### config.mk
export PLATFORM = sky130hd
export DESIGN_NAME = four_register_alu_executor_unit_flat
export DESIGN_NICKNAME = d
export VERILOG_FILES = /design/src/hw/rtl/fae_pkg.sv /design/src/hw/rtl/fae_if.sv /design/src/hw/rtl/fae_front.sv /design/src/hw/rtl/fae_queue.sv /design/src/hw/rtl/fae_mdu.sv /design/src/hw/rtl/fae_back.sv /design/src/hw/rtl/four_register_alu_executor_unit.sv /design/src/flat_wrapper.sv
export SDC_FILE = /design/constraint.sdc
export NUM_CORES = 1
export LEC_CHECK = 0
export BUFFER_PORTS_ARGS = -buffer_cell sky130_fd_sc_hd__buf_2
export CORE_ASPECT_RATIO = 0.8
export CORE_UTILIZATION = 40
export CTS_CLUSTER_SIZE = 14
export DETAILED_ROUTE_END_ITERATION = 12
export PLACE_DENSITY_LB_ADDON = 0.15
export SETUP_SLACK_MARGIN = 0.3
export SLEW_MARGIN = 0
export SYNTH_ARGS = -nofsm -noshare
export SYNTH_HDL_FRONTEND = slang
export SYNTH_HIERARCHICAL = 1
export SYNTH_SLANG_ARGS = --single-unit
### constraint.sdc
create_clock -name clk_i -period 23.7 [get_ports clk_i]
set_input_delay 1.185 -clock clk_i [delete_from_list [all_inputs] [get_ports clk_i]]
set_output_delay 1.185 -clock clk_i [all_outputs]
set_load 0.01 [all_outputs]
### src/hw/rtl/fae_pkg.sv
`timescale 1ns / 1ps
`default_nettype none

package fae_pkg;

  // Default sizing
  localparam int unsigned DATA_WIDTH  = 32;
  localparam int unsigned QUEUE_DEPTH = 2;
  localparam int unsigned IMM_W       = 32;
  localparam int unsigned OUT_W       = 32;

  // Operation codes on the instruction channel
  localparam logic [3:0] OPC_EMPTY = 4'd0;
  localparam logic [3:0] OPC_MOV   = 4'd1;
  localparam logic [3:0] OPC_ADD   = 4'd2;
  localparam logic [3:0] OPC_SUB   = 4'd3;
  localparam logic [3:0] OPC_MUL   = 4'd4;
  localparam logic [3:0] OPC_DIV   = 4'd5;
  localparam logic [3:0] OPC_INC   = 4'd6;
  localparam logic [3:0] OPC_DEC   = 4'd7;
  localparam logic [3:0] OPC_END   = 4'd8;

  // Destination register names
  localparam logic [2:0] DEST_AX = 3'd1;
  localparam logic [2:0] DEST_DX = 3'd4;

  typedef enum logic [2:0] {
    ST_OK     = 3'd0,
    ST_EMPTY  = 3'd1,
    ST_BADREG = 3'd2,
    ST_END    = 3'd3,
    ST_DIVZ   = 3'd4,
    ST_BADINS = 3'd5,
    ST_HALTED = 3'd6
  } status_e;

  // Arithmetic operations; the code doubles as the mnemonic record
  typedef enum logic [2:0] {
    OP_NONE = 3'd0,
    OP_MOV  = 3'd1,
    OP_ADD  = 3'd2,
    OP_SUB  = 3'd3,
    OP_MUL  = 3'd4,
    OP_DIV  = 3'd5,
    OP_INC  = 3'd6,
    OP_DEC  = 3'd7
  } alu_op_e;

  typedef enum logic [1:0] {
    REG_A = 2'd0,
    REG_B = 2'd1,
    REG_C = 2'd2,
    REG_D = 2'd3
  } reg_sel_e;

  // Classified instruction handed from front to back
  typedef struct packed {
    logic             arith;
    status_e          fixed_status;
    alu_op_e          op;
    logic             dest_ok;
    reg_sel_e         dest_sel;
    logic             src_is_reg;
    reg_sel_e         src_sel;
    logic [IMM_W-1:0] imm;
  } entry_t;

  typedef struct packed {
    logic start;
    logic is_div;
  } mdu_req_t;

  typedef struct packed {
    logic busy;
    logic done;
  } mdu_rsp_t;

endpackage

`default_nettype wire

### src/hw/rtl/fae_if.sv
`timescale 1ns / 1ps
`default_nettype none

// Instruction channel
interface fae_instr_if;
  logic               valid;
  logic               ready;
  logic [3:0]         operation;
  logic               malformed;
  logic [2:0]         dest_reg;
  logic               source_is_register;
  logic [1:0]         source_reg;
  logic signed [31:0] immediate;

  modport source (
    output valid, operation, malformed, dest_reg, source_is_register, source_reg,
           immediate,
    input  ready
  );
  modport sink (
    input  valid, operation, malformed, dest_reg, source_is_register, source_reg,
           immediate,
    output ready
  );
endinterface

// Result channel
interface fae_result_if;
  logic               valid;
  logic               ready;
  logic [2:0]         status;
  logic [31:0]        pc_out;
  logic signed [31:0] a_out;
  logic signed [31:0] b_out;
  logic signed [31:0] c_out;
  logic signed [31:0] d_out;
  logic [2:0]         mnemonic_out;

  modport source (
    output valid, status, pc_out, a_out, b_out, c_out, d_out, mnemonic_out,
    input  ready
  );
  modport sink (
    input  valid, status, pc_out, a_out, b_out, c_out, d_out, mnemonic_out,
    output ready
  );
endinterface

`default_nettype wire

### src/hw/rtl/fae_front.sv
`timescale 1ns / 1ps
`default_nettype none

module fae_front (
  input  wire logic            clk_i,
  input  wire logic            rst_ni,
  fae_instr_if.sink            instr_i,
  output logic                 push_valid_o,
  input  wire logic            push_ready_i,
  output fae_pkg::entry_t      push_entry_o
);

  logic            fv_q;
  fae_pkg::entry_t fe_q;
  fae_pkg::entry_t cls;
  logic [2:0]      dest_m1;
  logic            accept;

  // Decode the word into a queue entry
  always_comb begin
    dest_m1          = instr_i.dest_reg - 3'd1;
    cls.arith        = 1'b0;
    cls.fixed_status = fae_pkg::ST_OK;
    cls.op           = fae_pkg::OP_NONE;
    cls.dest_ok      = (instr_i.dest_reg >= fae_pkg::DEST_AX) &&
                       (instr_i.dest_reg <= fae_pkg::DEST_DX);
    cls.dest_sel     = fae_pkg::reg_sel_e'(dest_m1[1:0]);
    cls.src_is_reg   = instr_i.source_is_register;
    cls.src_sel      = fae_pkg::reg_sel_e'(instr_i.source_reg);
    cls.imm          = instr_i.immediate;
    if (instr_i.malformed) begin
      cls.fixed_status = fae_pkg::ST_BADREG;
    end else begin
      case (instr_i.operation)
        fae_pkg::OPC_EMPTY: begin
          cls.fixed_status = fae_pkg::ST_EMPTY;
        end
        fae_pkg::OPC_END: begin
          cls.fixed_status = fae_pkg::ST_END;
        end
        fae_pkg::OPC_MOV, fae_pkg::OPC_ADD, fae_pkg::OPC_SUB, fae_pkg::OPC_MUL,
        fae_pkg::OPC_DIV, fae_pkg::OPC_INC, fae_pkg::OPC_DEC: begin
          cls.arith = 1'b1;
          cls.op    = fae_pkg::alu_op_e'(instr_i.operation[2:0]);
        end
        default: begin
          cls.fixed_status = fae_pkg::ST_BADINS;
        end
      endcase
    end
  end

  assign instr_i.ready = !fv_q || push_ready_i;
  assign accept        = instr_i.valid && instr_i.ready;
  assign push_valid_o  = fv_q;
  assign push_entry_o  = fe_q;

  // Holding register in front of the queue
  always_ff @(posedge clk_i or negedge rst_ni) begin
    if (!rst_ni) begin
      fv_q <= 1'b0;
    end else if (accept) begin
      fv_q <= 1'b1;
    end else if (push_ready_i) begin
      fv_q <= 1'b0;
    end
  end

  always_ff @(posedge clk_i) begin
    if (accept) begin
      fe_q <= cls;
    end
  end

endmodule

`default_nettype wire

### src/hw/rtl/fae_queue.sv
`timescale 1ns / 1ps
`default_nettype none

module fae_queue #(
  parameter int unsigned DEPTH = fae_pkg::QUEUE_DEPTH
) (
  input  wire logic            clk_i,
  input  wire logic            rst_ni,
  input  wire logic            push_valid_i,
  output logic                 push_ready_o,
  input  wire fae_pkg::entry_t push_entry_i,
  output logic                 pop_valid_o,
  input  wire logic            pop_ready_i,
  output fae_pkg::entry_t      pop_entry_o
);

  localparam int unsigned PTR_W = $clog2(DEPTH);
  localparam int unsigned CNT_W = $clog2(DEPTH + 1);

  fae_pkg::entry_t  slot_q [DEPTH];
  logic [PTR_W-1:0] wr_ptr_q;
  logic [PTR_W-1:0] rd_ptr_q;
  logic [CNT_W-1:0] cnt_q;
  logic             push;
  logic             pop;

  assign push_ready_o = cnt_q != CNT_W'(DEPTH);
  assign pop_valid_o  = cnt_q != '0;
  assign push         = push_valid_i && push_ready_o;
  assign pop          = pop_valid_o && pop_ready_i;
  assign pop_entry_o  = slot_q[rd_ptr_q];

  // Pointers and fill count
  always_ff @(posedge clk_i or negedge rst_ni) begin
    if (!rst_ni) begin
      wr_ptr_q <= '0;
      rd_ptr_q <= '0;
      cnt_q    <= '0;
    end else begin
      if (push) begin
        wr_ptr_q <= (wr_ptr_q == PTR_W'(DEPTH - 1)) ? '0 : wr_ptr_q + PTR_W'(1);
      end
      if (pop) begin
        rd_ptr_q <= (rd_ptr_q == PTR_W'(DEPTH - 1)) ? '0 : rd_ptr_q + PTR_W'(1);
      end
      if (push && !pop) begin
        cnt_q <= cnt_q + CNT_W'(1);
      end else if (pop && !push) begin
        cnt_q <= cnt_q - CNT_W'(1);
      end
    end
  end

  always_ff @(posedge clk_i) begin
    if (push) begin
      slot_q[wr_ptr_q] <= push_entry_i;
    end
  end

endmodule

`default_nettype wire

### src/hw/rtl/fae_mdu.sv
`timescale 1ns / 1ps
`default_nettype none

// Shared shift-add multiplier and restoring divider, one bit per cycle
module fae_mdu #(
  parameter int unsigned DATA_WIDTH = fae_pkg::DATA_WIDTH
) (
  input  wire logic                  clk_i,
  input  wire logic                  rst_ni,
  input  wire fae_pkg::mdu_req_t     req_i,
  input  wire logic [DATA_WIDTH-1:0] a_i,
  input  wire logic [DATA_WIDTH-1:0] b_i,
  output fae_pkg::mdu_rsp_t          rsp_o,
  output logic [DATA_WIDTH-1:0]      res_o
);

  localparam int unsigned DW    = DATA_WIDTH;
  localparam int unsigned CNT_W = $clog2(DW);

  typedef enum logic [3:0] {
    M_IDLE = 4'b0001,
    M_STEP = 4'b0010,
    M_FIX  = 4'b0100,
    M_DONE = 4'b1000
  } mdu_state_e;

  mdu_state_e       state_q, state_d;
  logic [CNT_W-1:0] cnt_q, cnt_d;
  logic             is_div_q, is_div_d;
  logic             neg_q, neg_d;
  logic [DW:0]      acc_q, acc_d;
  logic [DW-1:0]    sh_q, sh_d;
  logic [DW-1:0]    opd_q, opd_d;
  logic [DW-1:0]    res_q, res_d;

  logic [DW-1:0]    mag_a;
  logic [DW-1:0]    mag_b;
  logic [DW:0]      rem_sh;
  logic [DW:0]      diff;
  logic [DW-1:0]    fin;

  always_comb begin
    mag_a  = a_i[DW-1] ? -a_i : a_i;
    mag_b  = b_i[DW-1] ? -b_i : b_i;
    rem_sh = {acc_q[DW-1:0], sh_q[DW-1]};
    diff   = rem_sh - {1'b0, opd_q};
    fin    = is_div_q ? sh_q : acc_q[DW-1:0];

    state_d  = state_q;
    cnt_d    = cnt_q;
    is_div_d = is_div_q;
    neg_d    = neg_q;
    acc_d    = acc_q;
    sh_d     = sh_q;
    opd_d    = opd_q;
    res_d    = res_q;

    case (state_q)
      M_IDLE: begin
        if (req_i.start) begin
          cnt_d    = '0;
          acc_d    = '0;
          is_div_d = req_i.is_div;
          if (req_i.is_div) begin
            sh_d  = mag_a;
            opd_d = mag_b;
            neg_d = a_i[DW-1] ^ b_i[DW-1];
          end else begin
            sh_d  = b_i;
            opd_d = a_i;
            neg_d = 1'b0;
          end
          state_d = M_STEP;
        end
      end
      M_STEP: begin
        if (is_div_q) begin
          // Restoring step: shift in next dividend bit, try subtract
          if (!diff[DW]) begin
            acc_d = diff;
            sh_d  = {sh_q[DW-2:0], 1'b1};
          end else begin
            acc_d = rem_sh;
            sh_d  = {sh_q[DW-2:0], 1'b0};
          end
        end else begin
          acc_d = {1'b0, acc_q[DW-1:0] + (sh_q[0] ? opd_q : '0)};
          opd_d = {opd_q[DW-2:0], 1'b0};
          sh_d  = {1'b0, sh_q[DW-1:1]};
        end
        cnt_d = cnt_q + CNT_W'(1);
        if (cnt_q == CNT_W'(DW - 1)) begin
          state_d = M_FIX;
        end
      end
      M_FIX: begin
        // Sign fix of the quotient; the product passes through unchanged
        res_d   = neg_q ? -fin : fin;
        state_d = M_DONE;
      end
      M_DONE: begin
        state_d = M_IDLE;
      end
      default: begin
        state_d = M_IDLE;
      end
    endcase
  end

  assign rsp_o.busy = state_q != M_IDLE;
  assign rsp_o.done = state_q == M_DONE;
  assign res_o      = res_q;

  always_ff @(posedge clk_i or negedge rst_ni) begin
    if (!rst_ni) begin
      state_q <= M_IDLE;
    end else begin
      state_q <= state_d;
    end
  end

  always_ff @(posedge clk_i) begin
    cnt_q    <= cnt_d;
    is_div_q <= is_div_d;
    neg_q    <= neg_d;
    acc_q    <= acc_d;
    sh_q     <= sh_d;
    opd_q    <= opd_d;
    res_q    <= res_d;
  end

endmodule

`default_nettype wire

### src/hw/rtl/fae_back.sv
`timescale 1ns / 1ps
`default_nettype none

module fae_back #(
  parameter int unsigned DATA_WIDTH = fae_pkg::DATA_WIDTH
) (
  input  wire logic                  clk_i,
  input  wire logic                  rst_ni,
  input  wire logic                  pop_valid_i,
  output logic                       pop_ready_o,
  input  wire fae_pkg::entry_t       pop_entry_i,
  output fae_pkg::mdu_req_t          mdu_req_o,
  input  wire fae_pkg::mdu_rsp_t     mdu_rsp_i,
  output logic [DATA_WIDTH-1:0]      mdu_a_o,
  output logic [DATA_WIDTH-1:0]      mdu_b_o,
  input  wire logic [DATA_WIDTH-1:0] mdu_res_i,
  fae_result_if.source               result_o
);

  localparam int unsigned DW = DATA_WIDTH;

  typedef enum logic [1:0] {
    B_IDLE = 2'b01,
    B_CALC = 2'b10
  } back_state_e;

  function automatic logic [fae_pkg::OUT_W-1:0] to_out(logic [DW-1:0] v);
    logic [63:0] w;
    w = 64'(v);
    return w[fae_pkg::OUT_W-1:0];
  endfunction

  back_state_e        state_q, state_d;
  logic [DW-1:0]      ra_q, ra_d, rb_q, rb_d, rc_q, rc_d, rd_q, rd_d;
  logic [31:0]        pc_q, pc_d;
  logic               halted_q, halted_d;
  fae_pkg::alu_op_e   mnem_q, mnem_d;
  fae_pkg::reg_sel_e  dest_q, dest_d;

  logic               out_valid_q;
  fae_pkg::status_e   res_status_q;
  logic [31:0]        res_pc_q;
  logic [31:0]        res_a_q, res_b_q, res_c_q, res_d_q;
  fae_pkg::alu_op_e   res_mnem_q;

  logic               out_free;
  logic               pop_fire;
  logic               out_load;
  fae_pkg::status_e   out_status;
  logic [63:0]        imm_ext;
  logic [DW-1:0]      imm_dw;
  logic [DW-1:0]      src;
  logic [DW-1:0]      dst;
  logic [DW-1:0]      alu;
  logic               wr_en;
  fae_pkg::reg_sel_e  wr_sel;
  logic [DW-1:0]      wr_data;

  function automatic logic [DW-1:0] rd_reg(fae_pkg::reg_sel_e s, logic [DW-1:0] a,
                                           logic [DW-1:0] b, logic [DW-1:0] c,
                                           logic [DW-1:0] d);
    logic [DW-1:0] v;
    case (s)
      fae_pkg::REG_A: v = a;
      fae_pkg::REG_B: v = b;
      fae_pkg::REG_C: v = c;
      default:        v = d;
    endcase
    return v;
  endfunction

  assign out_free    = !out_valid_q || result_o.ready;
  assign pop_ready_o = (state_q == B_IDLE) && out_free;
  assign pop_fire    = pop_valid_i && pop_ready_o;

  // Operand fetch
  always_comb begin
    imm_ext = 64'($signed(pop_entry_i.imm));
    imm_dw  = imm_ext[DW-1:0];
    src     = pop_entry_i.src_is_reg ?
              rd_reg(pop_entry_i.src_sel, ra_q, rb_q, rc_q, rd_q) : imm_dw;
    dst     = rd_reg(pop_entry_i.dest_sel, ra_q, rb_q, rc_q, rd_q);
  end

  // Combinational ALU
  always_comb begin
    case (pop_entry_i.op)
      fae_pkg::OP_ADD: alu = dst + src;
      fae_pkg::OP_SUB: alu = dst - src;
      fae_pkg::OP_INC: alu = dst + DW'(1);
      fae_pkg::OP_DEC: alu = dst - DW'(1);
      default:         alu = src;
    endcase
  end

  assign mdu_a_o = dst;
  assign mdu_b_o = src;

  // Execute control
  always_comb begin
    state_d          = state_q;
    pc_d             = pc_q;
    halted_d         = halted_q;
    mnem_d           = mnem_q;
    dest_d           = dest_q;
    out_load         = 1'b0;
    out_status       = fae_pkg::ST_OK;
    mdu_req_o.start  = 1'b0;
    mdu_req_o.is_div = 1'b0;
    wr_en            = 1'b0;
    wr_sel           = pop_entry_i.dest_sel;
    wr_data          = alu;

    case (state_q)
      B_IDLE: begin
        if (pop_fire) begin
          out_load = 1'b1;
          if (halted_q) begin
            out_status = fae_pkg::ST_HALTED;
          end else if (!pop_entry_i.arith) begin
            out_status = pop_entry_i.fixed_status;
            halted_d   = 1'b1;
          end else begin
            mnem_d = pop_entry_i.op;
            if (pop_entry_i.op == fae_pkg::OP_DIV && src == '0) begin
              out_status = fae_pkg::ST_DIVZ;
              halted_d   = 1'b1;
            end else if (!pop_entry_i.dest_ok) begin
              out_status = fae_pkg::ST_BADREG;
              halted_d   = 1'b1;
            end else if (pop_entry_i.op == fae_pkg::OP_MUL ||
                         pop_entry_i.op == fae_pkg::OP_DIV) begin
              // Long operation: result word is built when the unit finishes
              out_load         = 1'b0;
              mdu_req_o.start  = 1'b1;
              mdu_req_o.is_div = pop_entry_i.op == fae_pkg::OP_DIV;
              dest_d           = pop_entry_i.dest_sel;
              state_d          = B_CALC;
            end else begin
              wr_en = 1'b1;
              pc_d  = pc_q + 32'd1;
            end
          end
        end
      end
      B_CALC: begin
        if (mdu_rsp_i.done) begin
          wr_en    = 1'b1;
          wr_sel   = dest_q;
          wr_data  = mdu_res_i;
          pc_d     = pc_q + 32'd1;
          out_load = 1'b1;
          state_d  = B_IDLE;
        end
      end
      default: begin
        state_d = B_IDLE;
      end
    endcase

    ra_d = ra_q;
    rb_d = rb_q;
    rc_d = rc_q;
    rd_d = rd_q;
    if (wr_en) begin
      case (wr_sel)
        fae_pkg::REG_A: ra_d = wr_data;
        fae_pkg::REG_B: rb_d = wr_data;
        fae_pkg::REG_C: rc_d = wr_data;
        default:        rd_d = wr_data;
      endcase
    end
  end

  // Architectural state
  always_ff @(posedge clk_i or negedge rst_ni) begin
    if (!rst_ni) begin
      state_q     <= B_IDLE;
      ra_q        <= '0;
      rb_q        <= '0;
      rc_q        <= '0;
      rd_q        <= '0;
      pc_q        <= '0;
      halted_q    <= 1'b0;
      mnem_q      <= fae_pkg::OP_NONE;
      dest_q      <= fae_pkg::REG_A;
      out_valid_q <= 1'b0;
    end else begin
      state_q  <= state_d;
      ra_q     <= ra_d;
      rb_q     <= rb_d;
      rc_q     <= rc_d;
      rd_q     <= rd_d;
      pc_q     <= pc_d;
      halted_q <= halted_d;
      mnem_q   <= mnem_d;
      dest_q   <= dest_d;
      if (out_load) begin
        out_valid_q <= 1'b1;
      end else if (result_o.ready) begin
        out_valid_q <= 1'b0;
      end
    end
  end

  // Result word register
  always_ff @(posedge clk_i) begin
    if (out_load) begin
      res_status_q <= out_status;
      res_pc_q     <= pc_d;
      res_a_q      <= to_out(ra_d);
      res_b_q      <= to_out(rb_d);
      res_c_q      <= to_out(rc_d);
      res_d_q      <= to_out(rd_d);
      res_mnem_q   <= mnem_d;
    end
  end

  assign result_o.valid        = out_valid_q;
  assign result_o.status       = res_status_q;
  assign result_o.pc_out       = res_pc_q;
  assign result_o.a_out        = res_a_q;
  assign result_o.b_out        = res_b_q;
  assign result_o.c_out        = res_c_q;
  assign result_o.d_out        = res_d_q;
  assign result_o.mnemonic_out = res_mnem_q;

endmodule

`default_nettype wire

### src/hw/rtl/four_register_alu_executor_unit.sv
`timescale 1ns / 1ps
`default_nettype none

// Four-register ALU executor.
// instr_i takes one decoded instruction word per valid/ready handshake;
// result_o gives one result word per instruction: status, program counter,
// the four registers and the last arithmetic mnemonic, all after that
// instruction.
// The front registers and classifies words into a short queue; the back
// executes them one at a time against the register file.
// MOV/ADD/SUB/INC/DEC and every non-success word reach result_o through
// the front holding register, the queue and the result word register. MUL
// and DIV run through a shared bit-serial unit, one bit per cycle, then a
// sign fix, before their result word is loaded.
// Throughput: one short word per cycle while result_o is ready; a MUL or
// DIV holds the back until the bit-serial multiply/divide loop finishes.
// Reset clears registers, program counter, mnemonic and halt flag; the
// queue comes out empty. After any non-success status every later word
// answers halted until reset.
// A stalled result_o holds its word; the back stops, the queue fills and
// then instr_i drops ready.
module four_register_alu_executor_unit #(
  parameter int unsigned DATA_WIDTH  = fae_pkg::DATA_WIDTH,
  parameter int unsigned QUEUE_DEPTH = fae_pkg::QUEUE_DEPTH
) (
  input  wire logic clk_i,
  input  wire logic rst_ni,
  fae_instr_if.sink    instr_i,
  fae_result_if.source result_o
);

  logic                  q_push_valid;
  logic                  q_push_ready;
  fae_pkg::entry_t       q_push_entry;
  logic                  q_pop_valid;
  logic                  q_pop_ready;
  fae_pkg::entry_t       q_pop_entry;
  fae_pkg::mdu_req_t     mdu_req;
  fae_pkg::mdu_rsp_t     mdu_rsp;
  logic [DATA_WIDTH-1:0] mdu_a;
  logic [DATA_WIDTH-1:0] mdu_b;
  logic [DATA_WIDTH-1:0] mdu_res;

  fae_front u_front (
    .clk_i        (clk_i),
    .rst_ni       (rst_ni),
    .instr_i      (instr_i),
    .push_valid_o (q_push_valid),
    .push_ready_i (q_push_ready),
    .push_entry_o (q_push_entry)
  );

  fae_queue #(
    .DEPTH (QUEUE_DEPTH)
  ) u_queue (
    .clk_i        (clk_i),
    .rst_ni       (rst_ni),
    .push_valid_i (q_push_valid),
    .push_ready_o (q_push_ready),
    .push_entry_i (q_push_entry),
    .pop_valid_o  (q_pop_valid),
    .pop_ready_i  (q_pop_ready),
    .pop_entry_o  (q_pop_entry)
  );

  fae_mdu #(
    .DATA_WIDTH (DATA_WIDTH)
  ) u_mdu (
    .clk_i  (clk_i),
    .rst_ni (rst_ni),
    .req_i  (mdu_req),
    .a_i    (mdu_a),
    .b_i    (mdu_b),
    .rsp_o  (mdu_rsp),
    .res_o  (mdu_res)
  );

  fae_back #(
    .DATA_WIDTH (DATA_WIDTH)
  ) u_back (
    .clk_i       (clk_i),
    .rst_ni      (rst_ni),
    .pop_valid_i (q_pop_valid),
    .pop_ready_o (q_pop_ready),
    .pop_entry_i (q_pop_entry),
    .mdu_req_o   (mdu_req),
    .mdu_rsp_i   (mdu_rsp),
    .mdu_a_o     (mdu_a),
    .mdu_b_o     (mdu_b),
    .mdu_res_i   (mdu_res),
    .result_o    (result_o)
  );

  // The multiply/divide unit is only started when free
  a_mdu_start_idle : assert property (@(posedge clk_i) disable iff (!rst_ni)
    mdu_req.start |-> !mdu_rsp.busy)
    else $error("mdu started while busy");

  // Completion only follows a busy cycle
  a_mdu_done_busy : assert property (@(posedge clk_i) disable iff (!rst_ni)
    mdu_rsp.done |-> $past(mdu_rsp.busy))
    else $error("mdu done without a running operation");

  // No word leaves the queue while a long operation runs
  a_no_pop_busy : assert property (@(posedge clk_i) disable iff (!rst_ni)
    mdu_rsp.busy |-> !(q_pop_valid && q_pop_ready))
    else $error("queue pop during mdu operation");

  // Every popped word either yields a result or starts the unit
  a_pop_progress : assert property (@(posedge clk_i) disable iff (!rst_ni)
    (q_pop_valid && q_pop_ready) |=> (result_o.valid || mdu_rsp.busy))
    else $error("popped word lost");

endmodule

`default_nettype wire

### src/flat_wrapper.sv
// flat-port wrapper written by rule: the top's interface ports become plain ports
module four_register_alu_executor_unit_flat 
#(
  parameter int unsigned DATA_WIDTH  = fae_pkg::DATA_WIDTH,
  parameter int unsigned QUEUE_DEPTH = fae_pkg::QUEUE_DEPTH
)
  (clk_i, rst_ni, instr_i_valid, instr_i_operation, instr_i_malformed, instr_i_dest_reg, instr_i_source_is_register, instr_i_source_reg, instr_i_immediate, instr_i_ready, result_o_valid, result_o_status, result_o_pc_out, result_o_a_out, result_o_b_out, result_o_c_out, result_o_d_out, result_o_mnemonic_out, result_o_ready);
  fae_instr_if instr_i_i ();
  fae_result_if result_o_i ();
  input  wire logic clk_i;
  input  wire logic rst_ni;
  input wire logic [$bits(instr_i_i.valid)-1:0] instr_i_valid;
  input wire logic [$bits(instr_i_i.operation)-1:0] instr_i_operation;
  input wire logic [$bits(instr_i_i.malformed)-1:0] instr_i_malformed;
  input wire logic [$bits(instr_i_i.dest_reg)-1:0] instr_i_dest_reg;
  input wire logic [$bits(instr_i_i.source_is_register)-1:0] instr_i_source_is_register;
  input wire logic [$bits(instr_i_i.source_reg)-1:0] instr_i_source_reg;
  input wire logic [$bits(instr_i_i.immediate)-1:0] instr_i_immediate;
  output wire logic [$bits(instr_i_i.ready)-1:0] instr_i_ready;
  output wire logic [$bits(result_o_i.valid)-1:0] result_o_valid;
  output wire logic [$bits(result_o_i.status)-1:0] result_o_status;
  output wire logic [$bits(result_o_i.pc_out)-1:0] result_o_pc_out;
  output wire logic [$bits(result_o_i.a_out)-1:0] result_o_a_out;
  output wire logic [$bits(result_o_i.b_out)-1:0] result_o_b_out;
  output wire logic [$bits(result_o_i.c_out)-1:0] result_o_c_out;
  output wire logic [$bits(result_o_i.d_out)-1:0] result_o_d_out;
  output wire logic [$bits(result_o_i.mnemonic_out)-1:0] result_o_mnemonic_out;
  input wire logic [$bits(result_o_i.ready)-1:0] result_o_ready;
  assign instr_i_i.valid = instr_i_valid;
  assign instr_i_i.operation = instr_i_operation;
  assign instr_i_i.malformed = instr_i_malformed;
  assign instr_i_i.dest_reg = instr_i_dest_reg;
  assign instr_i_i.source_is_register = instr_i_source_is_register;
  assign instr_i_i.source_reg = instr_i_source_reg;
  assign instr_i_i.immediate = instr_i_immediate;
  assign instr_i_ready = instr_i_i.ready;
  assign result_o_valid = result_o_i.valid;
  assign result_o_status = result_o_i.status;
  assign result_o_pc_out = result_o_i.pc_out;
  assign result_o_a_out = result_o_i.a_out;
  assign result_o_b_out = result_o_i.b_out;
  assign result_o_c_out = result_o_i.c_out;
  assign result_o_d_out = result_o_i.d_out;
  assign result_o_mnemonic_out = result_o_i.mnemonic_out;
  assign result_o_i.ready = result_o_ready;
  four_register_alu_executor_unit #(.DATA_WIDTH(DATA_WIDTH), .QUEUE_DEPTH(QUEUE_DEPTH)) u_core (.clk_i(clk_i), .rst_ni(rst_ni), .instr_i(instr_i_i), .result_o(result_o_i));
endmodule
==> impl_metrics.py <==
metrics = {
    "run_status": {
        "outcome": "finished clean",
    },
    "floorplan": {
        "start_util": 0.4067,
        "core-area_mm2": 0.08823,
        "rows": 97,
        "die_w_um": 336.9,
        "dieArea_mm2": 0.09092,
        "fp.dieH_um": 269.9,
        "ios": 215,
    },
    "clocking": {
        "cts_tree": "built",
        "cts_max_level": 2,
        "ctsHoldBuffers": 0,
        "path_clk_slew_ns": 0.06,
        "cts-root-buf": "clkbuf_16",
        "clk_path_buf_depth": 3,
        "postCtsSetupBuffers": 0,
        "clock_sinks": 614,
        "cts_made_buffers": 61,
        "clk_latency_ns": 0.66,
        "cts_resized": 0,
    },
    "sta": {
        "fmax_mhz": 127.8,
        "drv_slew": 0,
        "rsz0062_at_grt": "no",
        "hold_ws_ns": 0.4472,
        "slew-limit-headroom": 0.1829,
        "tns_ns": 0,
        "min_period_over_period": 0.3302,
        "fin_crit_ns": 7.826,
        "setup_violations": 0,
        "worstMarginPinSlew_ns": 1.213,
        "finalHoldViolCount": 0,
        "fin_worst_skew_ns": 0.02785,
    },
    "worst_setup_path": {
        "cp.arrival_ns": 8.15,
        "crit_fanout": 26,
        "crit_type": "reg -> reg",
        "cp-start-kind": "flop",
        "end_kind": "flop",
        "cp.required_ns": 24.02,
    },
    "route": {
        "drt_iter0_drc": 2694,
        "wl_mm": 111.1,
        "ant_nets": 0,
        "vias_per_cell": 5.783,
        "vias": 27475,
        "detail_route.wl_per_cell_um": 23.39,
        "drtPass1Iterations": 5,
        "drc_errors": 0,
    },
    "power": {
        "power_density_mw_per_mm2": 117.3,
        "power_leakage_nw": 16.69,
        "worst_ir_drop_vdd_uv": 121.7,
    },
    "yosys": {
        "syn_nets": 3530,
        "syn_inst": 3367,
        "postSynthAreaPerCell_um2": 10.66,
        "synth_warnings": 6,
        "synth_area_mm2": 0.03588,
    },
    "worst_hold_path": {
        "min_path_type": "reg -> reg",
    },
    "global_routing": {
        "grt_pass1_wl_mm": 166.2,
        "antenna_found_initial": 4,
        "grt_overflow": 0,
        "grt_pass1_vias": 25559,
        "track_usage": 0.2406,
        "grt_max_degree": 142,
    },
    "finish": {
        "nets": 3673,
        "syn2layout_area_growth_pct": 11.89,
        "final_layout_size_suffix_gt1_frac": 0.1606,
        "final_util": 0.4551,
    },
    "place": {
        "gp_congestion": 0.9669,
        "port_buffers": 214,
        "place_hpwl_mm": 81.02,
    },
    "flow_run": {
        "cap_violations": 0,
    },
}
## placed cells by master (no fill, tap or decap), drive strengths merged, types with 24 or more instances in the layout
cell and count:
a22oi 25, o21a 28, a21o 46, nand2b 29, nand4 32, mux4 56, and2 51, o211ai 50
inv 143, dfrtp 176, o21ai 279, nor2 197, o31ai 48, nor2b 30, and3 26, nor3 63
xor2 101, clkbuf 80, buf 254, edfxtp 436, ha 113, xnor2 79, a31oi 52, mux2i 111
a21oi 172, mux2 121, nand3 51, nand2 409, clkinv 24, or3 28
## state kept, by name, summed over array words and instances (netlist names), 2 cells and up
signal / flops
u_core/u_back/result_o.mnemonic_out: 3
u_core/u_back/result_o.a_out: 32
u_core/u_back/result_o.b_out: 32
u_core/u_mdu/res_o: 32
u_core/u_back/dest_q: 2
u_core/u_back/rd_q: 32
u_core/u_back/result_o.pc_out: 32
u_core/u_back/rb_q: 32
u_core/u_mdu/cnt_q: 5
u_core/u_back/mnem_q: 3
u_core/u_mdu/state_q: 4
u_core/u_queue/slot_q: 90
u_core/u_mdu/acc_q: 32
u_core/u_back/pc_q: 32
u_core/u_back/ra_q: 32
u_core/u_back/result_o.d_out: 32
u_core/u_mdu/sh_q: 32
u_core/u_back/result_o.status: 3
u_core/u_back/rc_q: 32
u_core/u_mdu/opd_q: 32
u_core/u_front/push_entry_o: 45
u_core/u_back/state_q: 2
u_core/u_queue/cnt_q: 2
u_core/u_back/result_o.c_out: 32
## stage by stage
step / setup slack, ns / total power, mW / cell area, um2 / cells
final: 15.87 / 4.711 / 40150 / 4751
after global routing: 15.47 / 4.970 / 40150 / 4750
after CTS: 16.00 / 4.710 / 40150 / 4750
after detailed placement: 16.05 / 3.714 / 38120 / 4635
after global placement: 16.25 / 3.713 / 38120 / 4635
after floorplan: 6.458 / 3.090 / 35880 / 3367
## per-layer routing
metal / wire length, um / part of all wire / up-vias / track usage
met5: 0 / 0 / - / 0
met4: 1770 / 0.016 / 0 / 0.04605
met3: 8926 / 0.080 / 114 / 0.04760
met2: 47090 / 0.42 / 1021 / 0.3442
met1: 53330 / 0.48 / 13552 / 0.3737
li1: - / - / 12788 / -
## power by group
group,switching (mW),internal (mW)
logic,1.38,0.744
registers,0.122,1.48
clock network,0.440,0.545
## critical path, stage by stage, from the launching register on
cell	delay, ns
dfrtp_2	0.76
mux2_4	0.62
mux4_2	0.57
mux2i_1	0.47
inv_1	0.28
a221oi_2	0.26
nand3_1	0.46
nor3b_1	0.38
xnor2_1	0.15
a22oi_1	0.11
ha_1	0.43
nand4_1	0.18
or4_1	0.50
a211oi_1	0.69
o21ai_0	0.44
a211o_1	0.39
nand2_1	0.09
a211oi_1	0.06
nor4_2	0.45
a31oi_1	0.19
## layout make-up
cell class,instances,area [um2]
clock inverter,36,365.4
fill,8309,48080
inverter,139,521.8
timing repair buffer,255,1400
multi-input combinational,2439,17160
sequential,614,17550
tap,1188,1486
clock buffer,79,1665
antenna,1,2.502
## worst paths after layout
path / start / to / slack [ns] / cells after the start
worst max-delay path: u_core/u_queue/rd_ptr_q$_DFFE_PN0P_ / u_core/u_back/result_o.d_out[31]$_DFFE_PP_ / 15.87 / 19
worst min-delay path: u_core/u_front/push_entry_o[5]$_DFFE_PP_ / u_core/u_queue/slot_q[1][5]$_DFFE_PP_ / 0.45 / 0
worst max register to register: u_core/u_queue/rd_ptr_q$_DFFE_PN0P_ / u_core/u_back/result_o.d_out[31]$_DFFE_PP_ / 15.87 / 19
worst min register to register: u_core/u_front/push_entry_o[5]$_DFFE_PP_ / u_core/u_queue/slot_q[1][5]$_DFFE_PP_ / 0.45 / 0
max in group asynchronous: rst_ni / u_core/u_back/rc_q[19]$_DFF_PN0_ / 21.93 / 2
min in group asynchronous: rst_ni / u_core/u_back/pc_q[13]$_DFF_PN0_ / 0.48 / 1
(Power assumes the default switching activity.)
